===== config.mk =====
export PLATFORM = sky130hd
export DESIGN_NAME = lidar_packet_parser
export DESIGN_NICKNAME = d
export VERILOG_FILES = /design/src/design/lpp_pkg.sv /design/src/design/lidar_packet_parser.sv
export SDC_FILE = /design/constraint.sdc
export NUM_CORES = 1
export LEC_CHECK = 0
export ABC_AREA = 0
export BUFFER_PORTS_ARGS = -buffer_cell sky130_fd_sc_hd__buf_4
export CAP_MARGIN = 5
export CELL_PAD_IN_SITES_DETAIL_PLACEMENT = 1
export CELL_PAD_IN_SITES_GLOBAL_PLACEMENT = 1
export CORE_MARGIN = 10
export CORE_UTILIZATION = 45
export DETAILED_ROUTE_END_ITERATION = 6
export GPL_ROUTABILITY_DRIVEN = 0
export GPL_TIMING_DRIVEN = 0
export PLACE_DENSITY_LB_ADDON = 0.1
export SLEW_MARGIN = 10
export SYNTH_ARGS = -nofsm -noshare
export SYNTH_HDL_FRONTEND = slang
export SYNTH_SLANG_ARGS = --single-unit

===== constraint.sdc =====
create_clock -name clk -period 10.9 [get_ports clk]
set_clock_uncertainty 0.1 [all_clocks]
set_input_delay 2.18 -clock clk [delete_from_list [all_inputs] [get_ports clk]]
set_output_delay 2.18 -clock clk [all_outputs]
set_load 0.005 [all_outputs]

===== src/design/lpp_pkg.sv =====
`default_nettype none
// ---------------------------------------------------------------------------
// lpp_pkg
// Types and constants for the lidar serial packet parser: framer phases,
// result kinds, the result record and the byte codes of both packet types.
// ---------------------------------------------------------------------------
package lpp_pkg;

	localparam int unsigned DEF_READINGS_PER_PACKET = 4;
	localparam int unsigned IMU_BYTES               = 12;

	localparam logic [7:0] BYTE_FILL     = 8'hFF;
	localparam logic [7:0] BYTE_SYNC     = 8'hFA;
	localparam logic [7:0] BYTE_IMU_SYNC = 8'hFB;
	localparam logic [7:0] BYTE_IMU_MARK = 8'hCD;
	localparam logic [7:0] INDEX_MIN     = 8'hA0;
	localparam logic [7:0] INDEX_MAX     = 8'hF9;

	// bit positions in the reading word
	localparam int unsigned BIT_WARN    = 14;
	localparam int unsigned BIT_INVALID = 15;

	typedef enum logic [3:0] {
		PH_IDLE,
		PH_IMU_MARK,
		PH_IMU_DATA,
		PH_INDEX,
		PH_SPEED_LO,
		PH_SPEED_HI,
		PH_READ_LO,
		PH_READ_HI,
		PH_SIG_LO,
		PH_SIG_HI,
		PH_CHK_LO,
		PH_CHK_HI
	} phase_t;

	typedef enum logic [2:0] {
		KIND_READING   = 3'd0,
		KIND_INVALID   = 3'd1,
		KIND_WARNING   = 3'd2,
		KIND_PKT_END   = 3'd3,
		KIND_BAD_INDEX = 3'd4,
		KIND_IMU       = 3'd5
	} kind_t;

	typedef struct packed {
		kind_t       kind;
		logic [8:0]  angle;
		logic [13:0] distance;
		logic [15:0] signal;
		logic [7:0]  error_code;
		logic [15:0] speed;
		logic        checksum_ok;
		logic        scan_done;
		logic [3:0]  imu_index;
		logic [7:0]  imu_value;
	} result_t;

endpackage
`default_nettype wire


===== src/design/lidar_packet_parser.sv =====
// A result is registered into the output register, or into the skid stage while the output register is held.
// Throughput: one byte per cycle while in_stall is low; the framer state updates in a single pass.
// A one-entry skid stage behind the output register keeps input open while a
// result waits; input stalls only when both output and skid hold results.
// Reset (arst_n low, asynchronous) returns the framer to idle and clears all
// framer state and both valid flags; the output and skid data are not reset.
`default_nettype none
// ---------------------------------------------------------------------------
// lidar_packet_parser
// Byte-serial framer for lidar range packets and interleaved IMU packets.
// Emits readings, packet-end summaries, bad-index events and IMU bytes.
// ---------------------------------------------------------------------------
module lidar_packet_parser
	import lpp_pkg::*;
#(
	parameter int unsigned READINGS_PER_PACKET = DEF_READINGS_PER_PACKET
) (
	input  wire logic        clk,
	input  wire logic        arst_n,
	input  wire logic        in_valid,
	output logic             in_stall,
	input  wire logic [7:0]  in_byte,
	output logic             out_valid,
	input  wire logic        out_stall,
	output logic [2:0]       kind,
	output logic [8:0]       angle,
	output logic [13:0]      distance,
	output logic [15:0]      signal,
	output logic [7:0]       error_code,
	output logic [15:0]      speed,
	output logic             checksum_ok,
	output logic             scan_done,
	output logic [3:0]       imu_index,
	output logic [7:0]       imu_value
);

	localparam int unsigned SLOT_W = (READINGS_PER_PACKET > 1) ? $clog2(READINGS_PER_PACKET) : 1;

	phase_t              phase_q, phase_d;
	logic [6:0]          pkt_idx_q, pkt_idx_d;
	logic [6:0]          prev_idx_q, prev_idx_d;
	logic [15:0]         speed_q, speed_d;
	logic [15:0]         rd_word_q, rd_word_d;
	logic [7:0]          lo_hold_q, lo_hold_d;
	logic [SLOT_W-1:0]   slot_q, slot_d;
	logic [31:0]         acc_q, acc_d;
	logic [3:0]          imu_cnt_q, imu_cnt_d;

	logic                in_fire;
	logic                res_valid;
	result_t             res;
	logic [15:0]         word;
	logic [14:0]         chk;
	logic [11:0]         angle_full;
	logic [4:0]          imu_next;

	logic                out_valid_q, skid_valid_q;
	result_t             out_q, skid_q;

	assign in_stall = skid_valid_q;
	assign in_fire  = in_valid && !in_stall;

	assign word       = {in_byte, lo_hold_q};
	assign chk        = acc_q[14:0] + acc_q[29:15];
	assign angle_full = 12'(pkt_idx_q) * 12'(READINGS_PER_PACKET) + 12'(slot_q);
	assign imu_next   = 5'(imu_cnt_q) + 5'd1;

	always_comb begin
		phase_d    = phase_q;
		pkt_idx_d  = pkt_idx_q;
		prev_idx_d = prev_idx_q;
		speed_d    = speed_q;
		rd_word_d  = rd_word_q;
		lo_hold_d  = lo_hold_q;
		slot_d     = slot_q;
		acc_d      = acc_q;
		imu_cnt_d  = imu_cnt_q;
		res_valid  = 1'b0;
		res        = '0;

		// fill bytes are dropped outside the imu mark and payload phases
		if (phase_q == PH_IMU_MARK || phase_q == PH_IMU_DATA || in_byte != BYTE_FILL) begin
			case (phase_q)
				PH_IDLE: begin
					if (in_byte == BYTE_SYNC) begin
						phase_d = PH_INDEX;
					end else if (in_byte == BYTE_IMU_SYNC) begin
						phase_d = PH_IMU_MARK;
					end
				end
				PH_IMU_MARK: begin
					if (in_byte == BYTE_IMU_MARK) begin
						imu_cnt_d = '0;
						phase_d   = PH_IMU_DATA;
					end else begin
						phase_d = PH_IDLE;
					end
				end
				PH_IMU_DATA: begin
					res_valid     = 1'b1;
					res.kind      = KIND_IMU;
					res.imu_index = imu_cnt_q;
					res.imu_value = in_byte;
					if (imu_next >= 5'(IMU_BYTES)) begin
						imu_cnt_d = '0;
						phase_d   = PH_IDLE;
					end else begin
						imu_cnt_d = imu_next[3:0];
					end
				end
				PH_INDEX: begin
					if (in_byte >= INDEX_MIN && in_byte <= INDEX_MAX) begin
						pkt_idx_d = 7'(in_byte - INDEX_MIN);
						acc_d     = {16'd0, in_byte, BYTE_SYNC};
						phase_d   = PH_SPEED_LO;
					end else begin
						res_valid      = 1'b1;
						res.kind       = KIND_BAD_INDEX;
						res.error_code = in_byte;
						phase_d        = PH_IDLE;
					end
				end
				PH_SPEED_LO: begin
					lo_hold_d = in_byte;
					phase_d   = PH_SPEED_HI;
				end
				PH_SPEED_HI: begin
					speed_d = word;
					acc_d   = {acc_q[30:0], 1'b0} + {16'd0, word};
					slot_d  = '0;
					phase_d = PH_READ_LO;
				end
				PH_READ_LO: begin
					lo_hold_d = in_byte;
					phase_d   = PH_READ_HI;
				end
				PH_READ_HI: begin
					rd_word_d = word;
					acc_d     = {acc_q[30:0], 1'b0} + {16'd0, word};
					phase_d   = PH_SIG_LO;
				end
				PH_SIG_LO: begin
					lo_hold_d = in_byte;
					phase_d   = PH_SIG_HI;
				end
				PH_SIG_HI: begin
					acc_d     = {acc_q[30:0], 1'b0} + {16'd0, word};
					res_valid = 1'b1;
					// warning flag wins over invalid flag
					if (rd_word_q[BIT_WARN]) begin
						res.kind = KIND_WARNING;
					end else if (rd_word_q[BIT_INVALID]) begin
						res.kind       = KIND_INVALID;
						res.error_code = rd_word_q[7:0];
					end else begin
						res.kind = KIND_READING;
					end
					res.angle    = angle_full[8:0];
					res.distance = rd_word_q[13:0];
					res.signal   = word;
					if (32'(slot_q) + 32'd1 >= 32'(READINGS_PER_PACKET)) begin
						slot_d  = '0;
						phase_d = PH_CHK_LO;
					end else begin
						slot_d  = slot_q + 1'b1;
						phase_d = PH_READ_LO;
					end
				end
				PH_CHK_LO: begin
					lo_hold_d = in_byte;
					phase_d   = PH_CHK_HI;
				end
				PH_CHK_HI: begin
					res_valid       = 1'b1;
					res.kind        = KIND_PKT_END;
					res.speed       = speed_q;
					res.checksum_ok = (word == {1'b0, chk});
					res.scan_done   = (pkt_idx_q < prev_idx_q);
					prev_idx_d      = pkt_idx_q;
					phase_d         = PH_IDLE;
				end
				default: begin
					phase_d = PH_IDLE;
				end
			endcase
		end
	end

	always_ff @(posedge clk or negedge arst_n) begin
		if (!arst_n) begin
			phase_q    <= PH_IDLE;
			pkt_idx_q  <= '0;
			prev_idx_q <= '0;
			speed_q    <= '0;
			rd_word_q  <= '0;
			lo_hold_q  <= '0;
			slot_q     <= '0;
			acc_q      <= '0;
			imu_cnt_q  <= '0;
		end else if (in_fire) begin
			phase_q    <= phase_d;
			pkt_idx_q  <= pkt_idx_d;
			prev_idx_q <= prev_idx_d;
			speed_q    <= speed_d;
			rd_word_q  <= rd_word_d;
			lo_hold_q  <= lo_hold_d;
			slot_q     <= slot_d;
			acc_q      <= acc_d;
			imu_cnt_q  <= imu_cnt_d;
		end
	end

	// output register with one-entry skid
	always_ff @(posedge clk or negedge arst_n) begin
		if (!arst_n) begin
			out_valid_q  <= 1'b0;
			skid_valid_q <= 1'b0;
		end else if (!out_valid_q || !out_stall) begin
			out_valid_q  <= skid_valid_q || (in_fire && res_valid);
			skid_valid_q <= 1'b0;
		end else if (in_fire && res_valid) begin
			skid_valid_q <= 1'b1;
		end
	end

	always_ff @(posedge clk) begin
		if (!out_valid_q || !out_stall) begin
			out_q <= skid_valid_q ? skid_q : res;
		end else if (in_fire && res_valid) begin
			skid_q <= res;
		end
	end

	assign out_valid   = out_valid_q;
	assign kind        = out_q.kind;
	assign angle       = out_q.angle;
	assign distance    = out_q.distance;
	assign signal      = out_q.signal;
	assign error_code  = out_q.error_code;
	assign speed       = out_q.speed;
	assign checksum_ok = out_q.checksum_ok;
	assign scan_done   = out_q.scan_done;
	assign imu_index   = out_q.imu_index;
	assign imu_value   = out_q.imu_value;

`ifndef SYNTHESIS
	a_skid_implies_out: assert property (@(posedge clk) disable iff (!arst_n)
		skid_valid_q |-> out_valid_q)
		else $error("skid holds a result while the output register is empty");

	a_imu_count_range: assert property (@(posedge clk) disable iff (!arst_n)
		phase_q == PH_IMU_DATA |-> 32'(imu_cnt_q) < 32'(IMU_BYTES))
		else $error("imu byte count beyond packet length");

	a_slot_range: assert property (@(posedge clk) disable iff (!arst_n)
		(phase_q == PH_READ_LO || phase_q == PH_READ_HI || phase_q == PH_SIG_LO
		|| phase_q == PH_SIG_HI) |-> 32'(slot_q) < 32'(READINGS_PER_PACKET))
		else $error("reading slot beyond readings per packet");
`endif

endmodule
`default_nettype wire


==> results of run 1 <==
## layout make-up
type                            count  area (um^2)  share of cell area
Clock buffer                       32        715.7             0.04886
Timing Repair Buffer              101        819.5             0.05595
Sequential cell                   256         7207              0.4921
Antenna cell                        1        2.502           0.0001709
Buffer                             42        215.2             0.01469
Clock inverter                     20        241.5             0.01649
Inverter                           22        82.58            0.005638
Tap cell                          341        426.7             0.02913
Multi-Input combinational cell    656         4936              0.3370
## cells in the mapped netlist, types with 6 or more instances
| cell | count | area, um^2 |
|---|---|---|
| sky130_fd_sc_hd__o21a_1 | 8 | 60.06 |
| sky130_fd_sc_hd__and2_1 | 65 | 406.6 |
| sky130_fd_sc_hd__mux2i_1 | 6 | 60.06 |
| sky130_fd_sc_hd__nand2b_1 | 7 | 43.79 |
| sky130_fd_sc_hd__inv_1 | 21 | 78.83 |
| sky130_fd_sc_hd__dfrtp_1 | 96 | 2402 |
| sky130_fd_sc_hd__a22oi_1 | 8 | 60.06 |
| sky130_fd_sc_hd__xor2_1 | 14 | 122.6 |
| sky130_fd_sc_hd__edfxtp_1 | 160 | 4805 |
| sky130_fd_sc_hd__and3_1 | 6 | 37.54 |
| sky130_fd_sc_hd__nand3_1 | 13 | 65.06 |
| sky130_fd_sc_hd__buf_2 | 8 | 40.04 |
| sky130_fd_sc_hd__nor3_1 | 18 | 90.09 |
| sky130_fd_sc_hd__or3_1 | 6 | 37.54 |
| sky130_fd_sc_hd__clkbuf_1 | 28 | 105.1 |
| sky130_fd_sc_hd__ha_1 | 38 | 475.5 |
| sky130_fd_sc_hd__a211oi_1 | 9 | 67.56 |
| sky130_fd_sc_hd__xnor2_1 | 36 | 315.3 |
| sky130_fd_sc_hd__a31oi_1 | 8 | 50.05 |
| sky130_fd_sc_hd__mux2_1 | 9 | 101.4 |
| sky130_fd_sc_hd__a21oi_1 | 37 | 185.2 |
| sky130_fd_sc_hd__o21ai_0 | 52 | 260.3 |
| sky130_fd_sc_hd__mux2_2 | 113 | 1272 |
| sky130_fd_sc_hd__a21o_1 | 10 | 75.07 |
| sky130_fd_sc_hd__nor2_1 | 48 | 180.2 |
| sky130_fd_sc_hd__nand2_1 | 68 | 255.2 |
## layer usage
layer / GRT usage / wire [um] / part of all wire / up-vias
li1: - / - / - / 3857
met1: 0.2593 / 15030 / 0.46 / 4246
met2: 0.3135 / 15520 / 0.47 / 160
met3: 0.02710 / 1430 / 0.044 / 49
met4: 0.04869 / 778 / 0.024 / 0
met5: 0 / 0 / 0 / -
## cells in the final DEF (no fill, tap or decap), drive strengths merged, types with 7 or more instances in the layout
cell,synthesis,routed
a211oi,9,9
a21o,11,11
a21oi,38,38
a22oi,8,8
a31oi,8,8
and2,66,66
and3,8,8
buf,13,114
clkbuf,29,61
clkinv,0,15
dfrtp,96,96
edfxtp,160,160
ha,38,38
inv,22,22
mux2,122,122
nand2,68,68
nand2b,7,7
nand3,13,13
nor2,48,48
nor3,21,21
o21a,8,8
o21ai,54,54
xnor2,36,36
xor2,14,14
## stage by stage
stage	worst slack, ns	hold slack (ns)	instances
5_1_grt	5.812	0.4154	1470
6_report	5.950	0.3819	1471
3_3_place_gp	-0.4999	0.3609	1410
2_1_floorplan	2.555	0.3489	976
4_1_cts	5.909	0.3904	1470
3_5_place_dp	5.335	0.3727	1418
## sequential cells by signal (all words and copies together) (netlist names), 2 cells and up
name and flops:
acc_q 30, angle 9, distance 14, error_code 8
imu_cnt_q 4, imu_index 4, imu_value 8, kind 3
lo_hold_q 8, phase_q 4, pkt_idx_q 7, prev_idx_q 7
rd_word_q 16, signal 16, skid_q 80, slot_q 2
speed 16, speed_q 16
## power by group through the flow
stage          Clock [mW]  Combinational [mW]  Sequential (mW)
5_1_grt              1.05                1.59             1.53
2_1_floorplan           0               0.990             1.45
6_report            0.990                1.42             1.50
3_3_place_gp            0                1.36             1.51
3_5_place_dp            0                1.41             1.51
4_1_cts              1.01                1.43             1.50
## kinds of logic after synthesis
group | Yosys count
flip-flops | 256
buffers and inverters | 64
multiplexers | 128
adder cells (fa/ha/maj) | 40
AO/OA/AOI/OAI | 172
AND/OR/NAND/NOR | 266
XOR/XNOR | 50
## final timing paths
check,slack (ns),to,cells past startpoint,from
worst max-delay path,5.95,skid_q[50],13,in_byte[3]
worst min-delay path,0.38,rd_word_q[13],1,rd_word_q[13]
worst max register to register,7.56,checksum_ok,10,acc_q[15]
worst min register to register,0.38,rd_word_q[13],1,rd_word_q[13]
max in group asynchronous,8.40,speed_q[7],1,arst_n
min in group asynchronous,1.61,acc_q[28],1,arst_n
==> impl_metrics.tcl, run 1 <==
set metrics [dict create \
    run_status "completed" \
    layout.core_utilization 0.5419 \
    gr-usage-all-layers 0.1907 \
    floorplan.die_area_um2 34630 \
    synth_sequential_area_ratio 0.5806 \
    detail_route.iter0.violations 528 \
    setup.worst_path.end_class "flip-flop" \
    post_cts_hold_buffer_count 0 \
    post_synth_instance_area_um2 12410 \
    total_power_mw 3.907 \
    crit_required_ns 11.08 \
    synth_edf_count 160 \
    clock_latency_ns 0.57 \
    p_leak_nw 6.190 \
    cts_tree "done" \
    finish.net_count 1159 \
    port-buffer-count 93 \
    clockBufferDepth 3 \
    slew_headroom 0.2100 \
    finalSetupViolations 0 \
    synth_adder_area_share 0.04153 \
    maxSlewViolCount 0 \
    library_cells_used_by_synthesis 71 \
    cp.arrival_ns 5.13 \
    finalWorstPathRequiredPeriod_ns 4.950 \
    dr_total_vias 8312 \
    cts_root_cell "sky130_fd_sc_hd__clkbuf_16" \
    worst_path_cell_chain "buf_4 -> clkbuf_1 -> o2111a_1 -> a21oi_1 -> nand2_1 -> nand2_1 -> nor2_1 -> a21oi_1 -> nor4_4 -> buf_6 -> buf_8 -> buf_6 -> buf_8" \
    max_stage_delay_ns 0.72 \
    wl_per_cell_um 22.27 \
    antenna_violations_before_repair 2 \
    yosys.area_share.simple 0.1129 \
    layout.filler_cells 2744 \
    area_of_the_core_um2 27030 \
    vias_in_the_first_global_route 8701 \
    synthesis.yosys.warnings 0 \
    main_combinational_cell_family_by_area_after_synthesis "multiplexers" \
    asyncSetResetFlopFracSynth 0.3750 \
    ctsHtreeMaxLevel 1 \
    row_count 60 \
    routed_via_density 5.651 \
    dieWidth_um 186.1 \
    finish.instance_area_um2 14650 \
    postRouteAntennaNets 0 \
    postCtsSetupBuffers 0 \
    criticalPathCategory "input port to flip-flop" \
    max_cap_viol_count 0 \
    path_category_of_the_worst_min_delay_check "flip-flop to flip-flop" \
    floorplan.initialDensity 0.4593 \
    drc_markers 0 \
    place_area_um2 13680 \
    clk_pin_slew_worst_paths_ns 0.06 \
    worst_setup_path_start_kind "input port" \
    synth_compound_area_frac 0.09021 \
    maxClockFrequency_mhz 202.0 \
    synth_xor_area_frac 0.03528 \
    timing.critical_path.buf_inv 6 \
    global_route_wire_length_before_repair_mm 51.11 \
    ys_ff_latch 256 \
    top_level_ports 94 \
    grt_setup_unrepaired "false" \
    min_period_over_period 0.4541 \
    synth_mux_area_frac 0.1155 \
    areaGrowthSynthToFinish_pct 17.99 \
    routed_wirelength_mm 32.76 \
    vdd_drop_max_v 0.0001677 \
    synth_flop_cell "sky130_fd_sc_hd__edfxtp_1" \
    power_share_of_the_clock_group 0.254 \
    combinational_group_share_of_total_power 0.363 \
    setup_total_negative_slack_ns 0 \
    seq_power_share 0.383 \
    crit_path_top_delay_cell "sky130_fd_sc_hd__clkbuf_1" \
    highest_fanout_seen_on_the_critical_path 13 \
    switching_share 0.3519 \
    first_pass_iters 5 \
    report.final.hold_viol_count 0 \
    final_layout_size_suffix_gt1_frac 0.2586 \
    place_hpwl_mm 22.46 \
    least_margin_pin_slew_ns 1.185 \
    syn-instance-count 976 \
    die-height_um 186.1 \
    p_int_mw 2.532 \
    synthesis.area_per_instance_um2 12.72 \
    cts_inserted_buffers 28 \
    syn_nets 1028 \
    cp_top_family "buffers and inverters" \
    grt_overflow 0 \
    pwr_density_cell_nw_per_um2 266.7 \
    power.net_switching_mw 1.375 \
    clkSinkCount 256 \
    post_cts_resized 0 \
    grt_max_degree 97 \
]
Power figures use the tool's default switching activity.
==> inputs of run 2 (changes only) <==
==> constraint.sdc (replaced) <==
create_clock -name clk -period 4.35 [get_ports clk]
set_clock_uncertainty 0.1 [all_clocks]
set_input_delay 0.87 -clock clk [delete_from_list [all_inputs] [get_ports clk]]
set_output_delay 0.87 -clock clk [all_outputs]
set_load 0.005 [all_outputs]
==> run 2 against run 1 <==
Effect of this change: design area is 0.63% lower; first-iteration DRC count is 11% lower; sequential share of layout area is 0.31 points higher; critical path type is now flip-flop to flip-flop; critical endpoint is now skid_q[47]; largest cell class unchanged; largest power group unchanged.
==> impl_metrics.tcl, run 2 (same netlist as run 1, synthesis figures left out) <==
set metrics [dict create \
    run_status "completed" \
    grt_max_degree 97 \
    cts_inserted_buffers 28 \
    finalSetupViolations 0 \
    port-buffer-count 93 \
    grt_overflow 0 \
    final.hold.worst_slack_ns 0.3167 \
    routed_wirelength_mm 32.66 \
    least_margin_pin_slew_ns 1.237 \
    combinational_group_share_of_total_power 0.371 \
    postRouteAntennaNets 0 \
    first_pass_iters 5 \
    die-height_um 186.1 \
    post_cts_resized 0 \
    cts_root_cell "sky130_fd_sc_hd__clkbuf_16" \
    setup.worst_path.end_class "flip-flop" \
    global_route_wire_length_before_repair_mm 51.31 \
    crit_required_ns 4.50 \
    path_category_of_the_worst_min_delay_check "input port to asynchronous set/reset pin" \
    floorplan.die_area_um2 34630 \
    rrSetupSlack_ns 0.92 \
    finish.net_count 1158 \
    dieWidth_um 186.1 \
    drc_markers 0 \
    highest_fanout_seen_on_the_critical_path 12 \
    vdd_drop_max_v 0.0003701 \
    grt_setup_unrepaired "false" \
    timing.reg2reg.worst_path_depth 11 \
    gr-usage-all-layers 0.1905 \
    finalWorstPathRequiredPeriod_ns 3.431 \
    largest_registers "skid_q x80, acc_q x30" \
    postCtsSetupBuffers 0 \
    cts_tree "done" \
    worst_setup_path_start_kind "flip-flop" \
    wl_met3_mm 1.538 \
    report.final.hold_viol_count 0 \
    seq_power_share 0.393 \
    vias_in_the_first_global_route 8823 \
    dr_total_vias 8256 \
    clockBufferDepth 3 \
    power_share_of_the_clock_group 0.235 \
    clk_pin_slew_worst_paths_ns 0.06 \
    setup_total_negative_slack_ns 0 \
    criticalPathCategory "flip-flop to flip-flop" \
    p_int_mw 6.143 \
    worst_path_cell_chain "buf_2 -> or2_1 -> buf_2 -> a21oi_1 -> nor4_1 -> or3b_1 -> buf_6 -> nor4_4 -> buf_6 -> buf_8 -> buf_6" \
    maxSlewViolCount 0 \
    floorplan.initialDensity 0.4593 \
    detail_route.wirelength.met1_mm 15.02 \
    min_period_over_period 0.7888 \
    antenna_violations_before_repair 0 \
    clock_latency_ns 0.54 \
    p_leak_nw 6.144 \
    place_hpwl_mm 22.27 \
    max_stage_delay_ns 0.71 \
    routed_via_density 5.616 \
    maxClockFrequency_mhz 291.4 \
    wl_met2_mm 15.27 \
    total_power_mw 9.547 \
    area_of_the_core_um2 27030 \
    leading_cell_type_in_the_layout_fill_and_taps_excluded "sky130_fd_sc_hd__edfxtp_1" \
    top_level_ports 94 \
    slew_headroom 0.1688 \
    areaGrowthSynthToFinish_pct 17.25 \
    final_layout_size_suffix_gt1_frac 0.2589 \
    pwr_density_cell_nw_per_um2 656.0 \
    top_register "skid_q" \
    switching_share 0.3565 \
    layout.cells.most_common_list "sky130_fd_sc_hd__edfxtp_1 (160), sky130_fd_sc_hd__mux2_2 (113), sky130_fd_sc_hd__dfrtp_1 (96)" \
    post_cts_hold_buffer_count 0 \
    clkSinkCount 256 \
    max_cap_viol_count 0 \
    wl_per_cell_um 22.22 \
    crit_path_top_delay_cell "sky130_fd_sc_hd__nor4_4" \
    timing.critical_path.mode_cell "sky130_fd_sc_hd__buf_6" \
    largest_register_ff_count 80 \
    row_count 60 \
    power.net_switching_mw 3.404 \
    ctsHtreeMaxLevel 1 \
    cp.arrival_ns 3.59 \
    top_signal_layer_used "met4" \
    detail_route.iter0.violations 472 \
]
run 2: critical path, delay by kind of cell (launching register included):
family,cells,cell delay (ns)
DFF,1,0.35
AOI/OAI and AO/OA,1,0.18
buffers and inverters,6,1.12
and+or+nand+nor,4,1.38
run 2: per-stage QoR:
stage	cells	instance area [um^2]	util	setup WS, ns
finish	1470	14550	0.5385	0.9189
global route	1469	14550	0.5384	0.7436
global placement	1410	13600	0.5031	-2.214
floorplan	976	12470	-	-0.4048
CTS	1469	14550	0.5382	0.9121
detailed placement	1417	13690	0.5066	0.4891
run 2: worst paths after layout:
path                               startpoint            end
max in group asynchronous              arst_n   pkt_idx_q[1]
min in group clk                rd_word_q[12]  rd_word_q[12]
worst max-delay path               phase_q[3]     skid_q[47]
worst max register to register     phase_q[3]     skid_q[47]
worst min-delay path                   arst_n      acc_q[28]
worst min register to register  rd_word_q[12]  rd_word_q[12]
run 2: routing by layer:
layer	track usage	up-vias
met5	0	-
met4	0.05740	0
met3	0.03120	48
met2	0.3096	177
met1	0.2560	4177
li1	-	3854
run 2: cell type report:
| cell class | count | area, um^2 |
|---|---|---|
| fillers | 2777 | 12470 |
| flip-flops and latches | 256 | 7207 |
| multi-input cells | 656 | 4943 |
| repair buffers | 100 | 792.0 |
| clock buffers | 37 | 755.7 |
| well taps | 341 | 426.7 |
| plain buffers | 42 | 244.0 |
| clock inverters | 15 | 100.1 |
| inverters | 22 | 82.58 |
| diodes | 1 | 2.502 |
run 2: power groups by stage:
stage / sequential, mW / combinational [mW] / clock, mW
floorplan: 3.62 / 2.49 / 0
global placement: 3.77 / 3.43 / 0
detailed placement: 3.80 / 3.54 / 0
CTS: 3.76 / 3.57 / 2.30
global route: 3.83 / 3.98 / 2.40
finish: 3.75 / 3.55 / 2.25
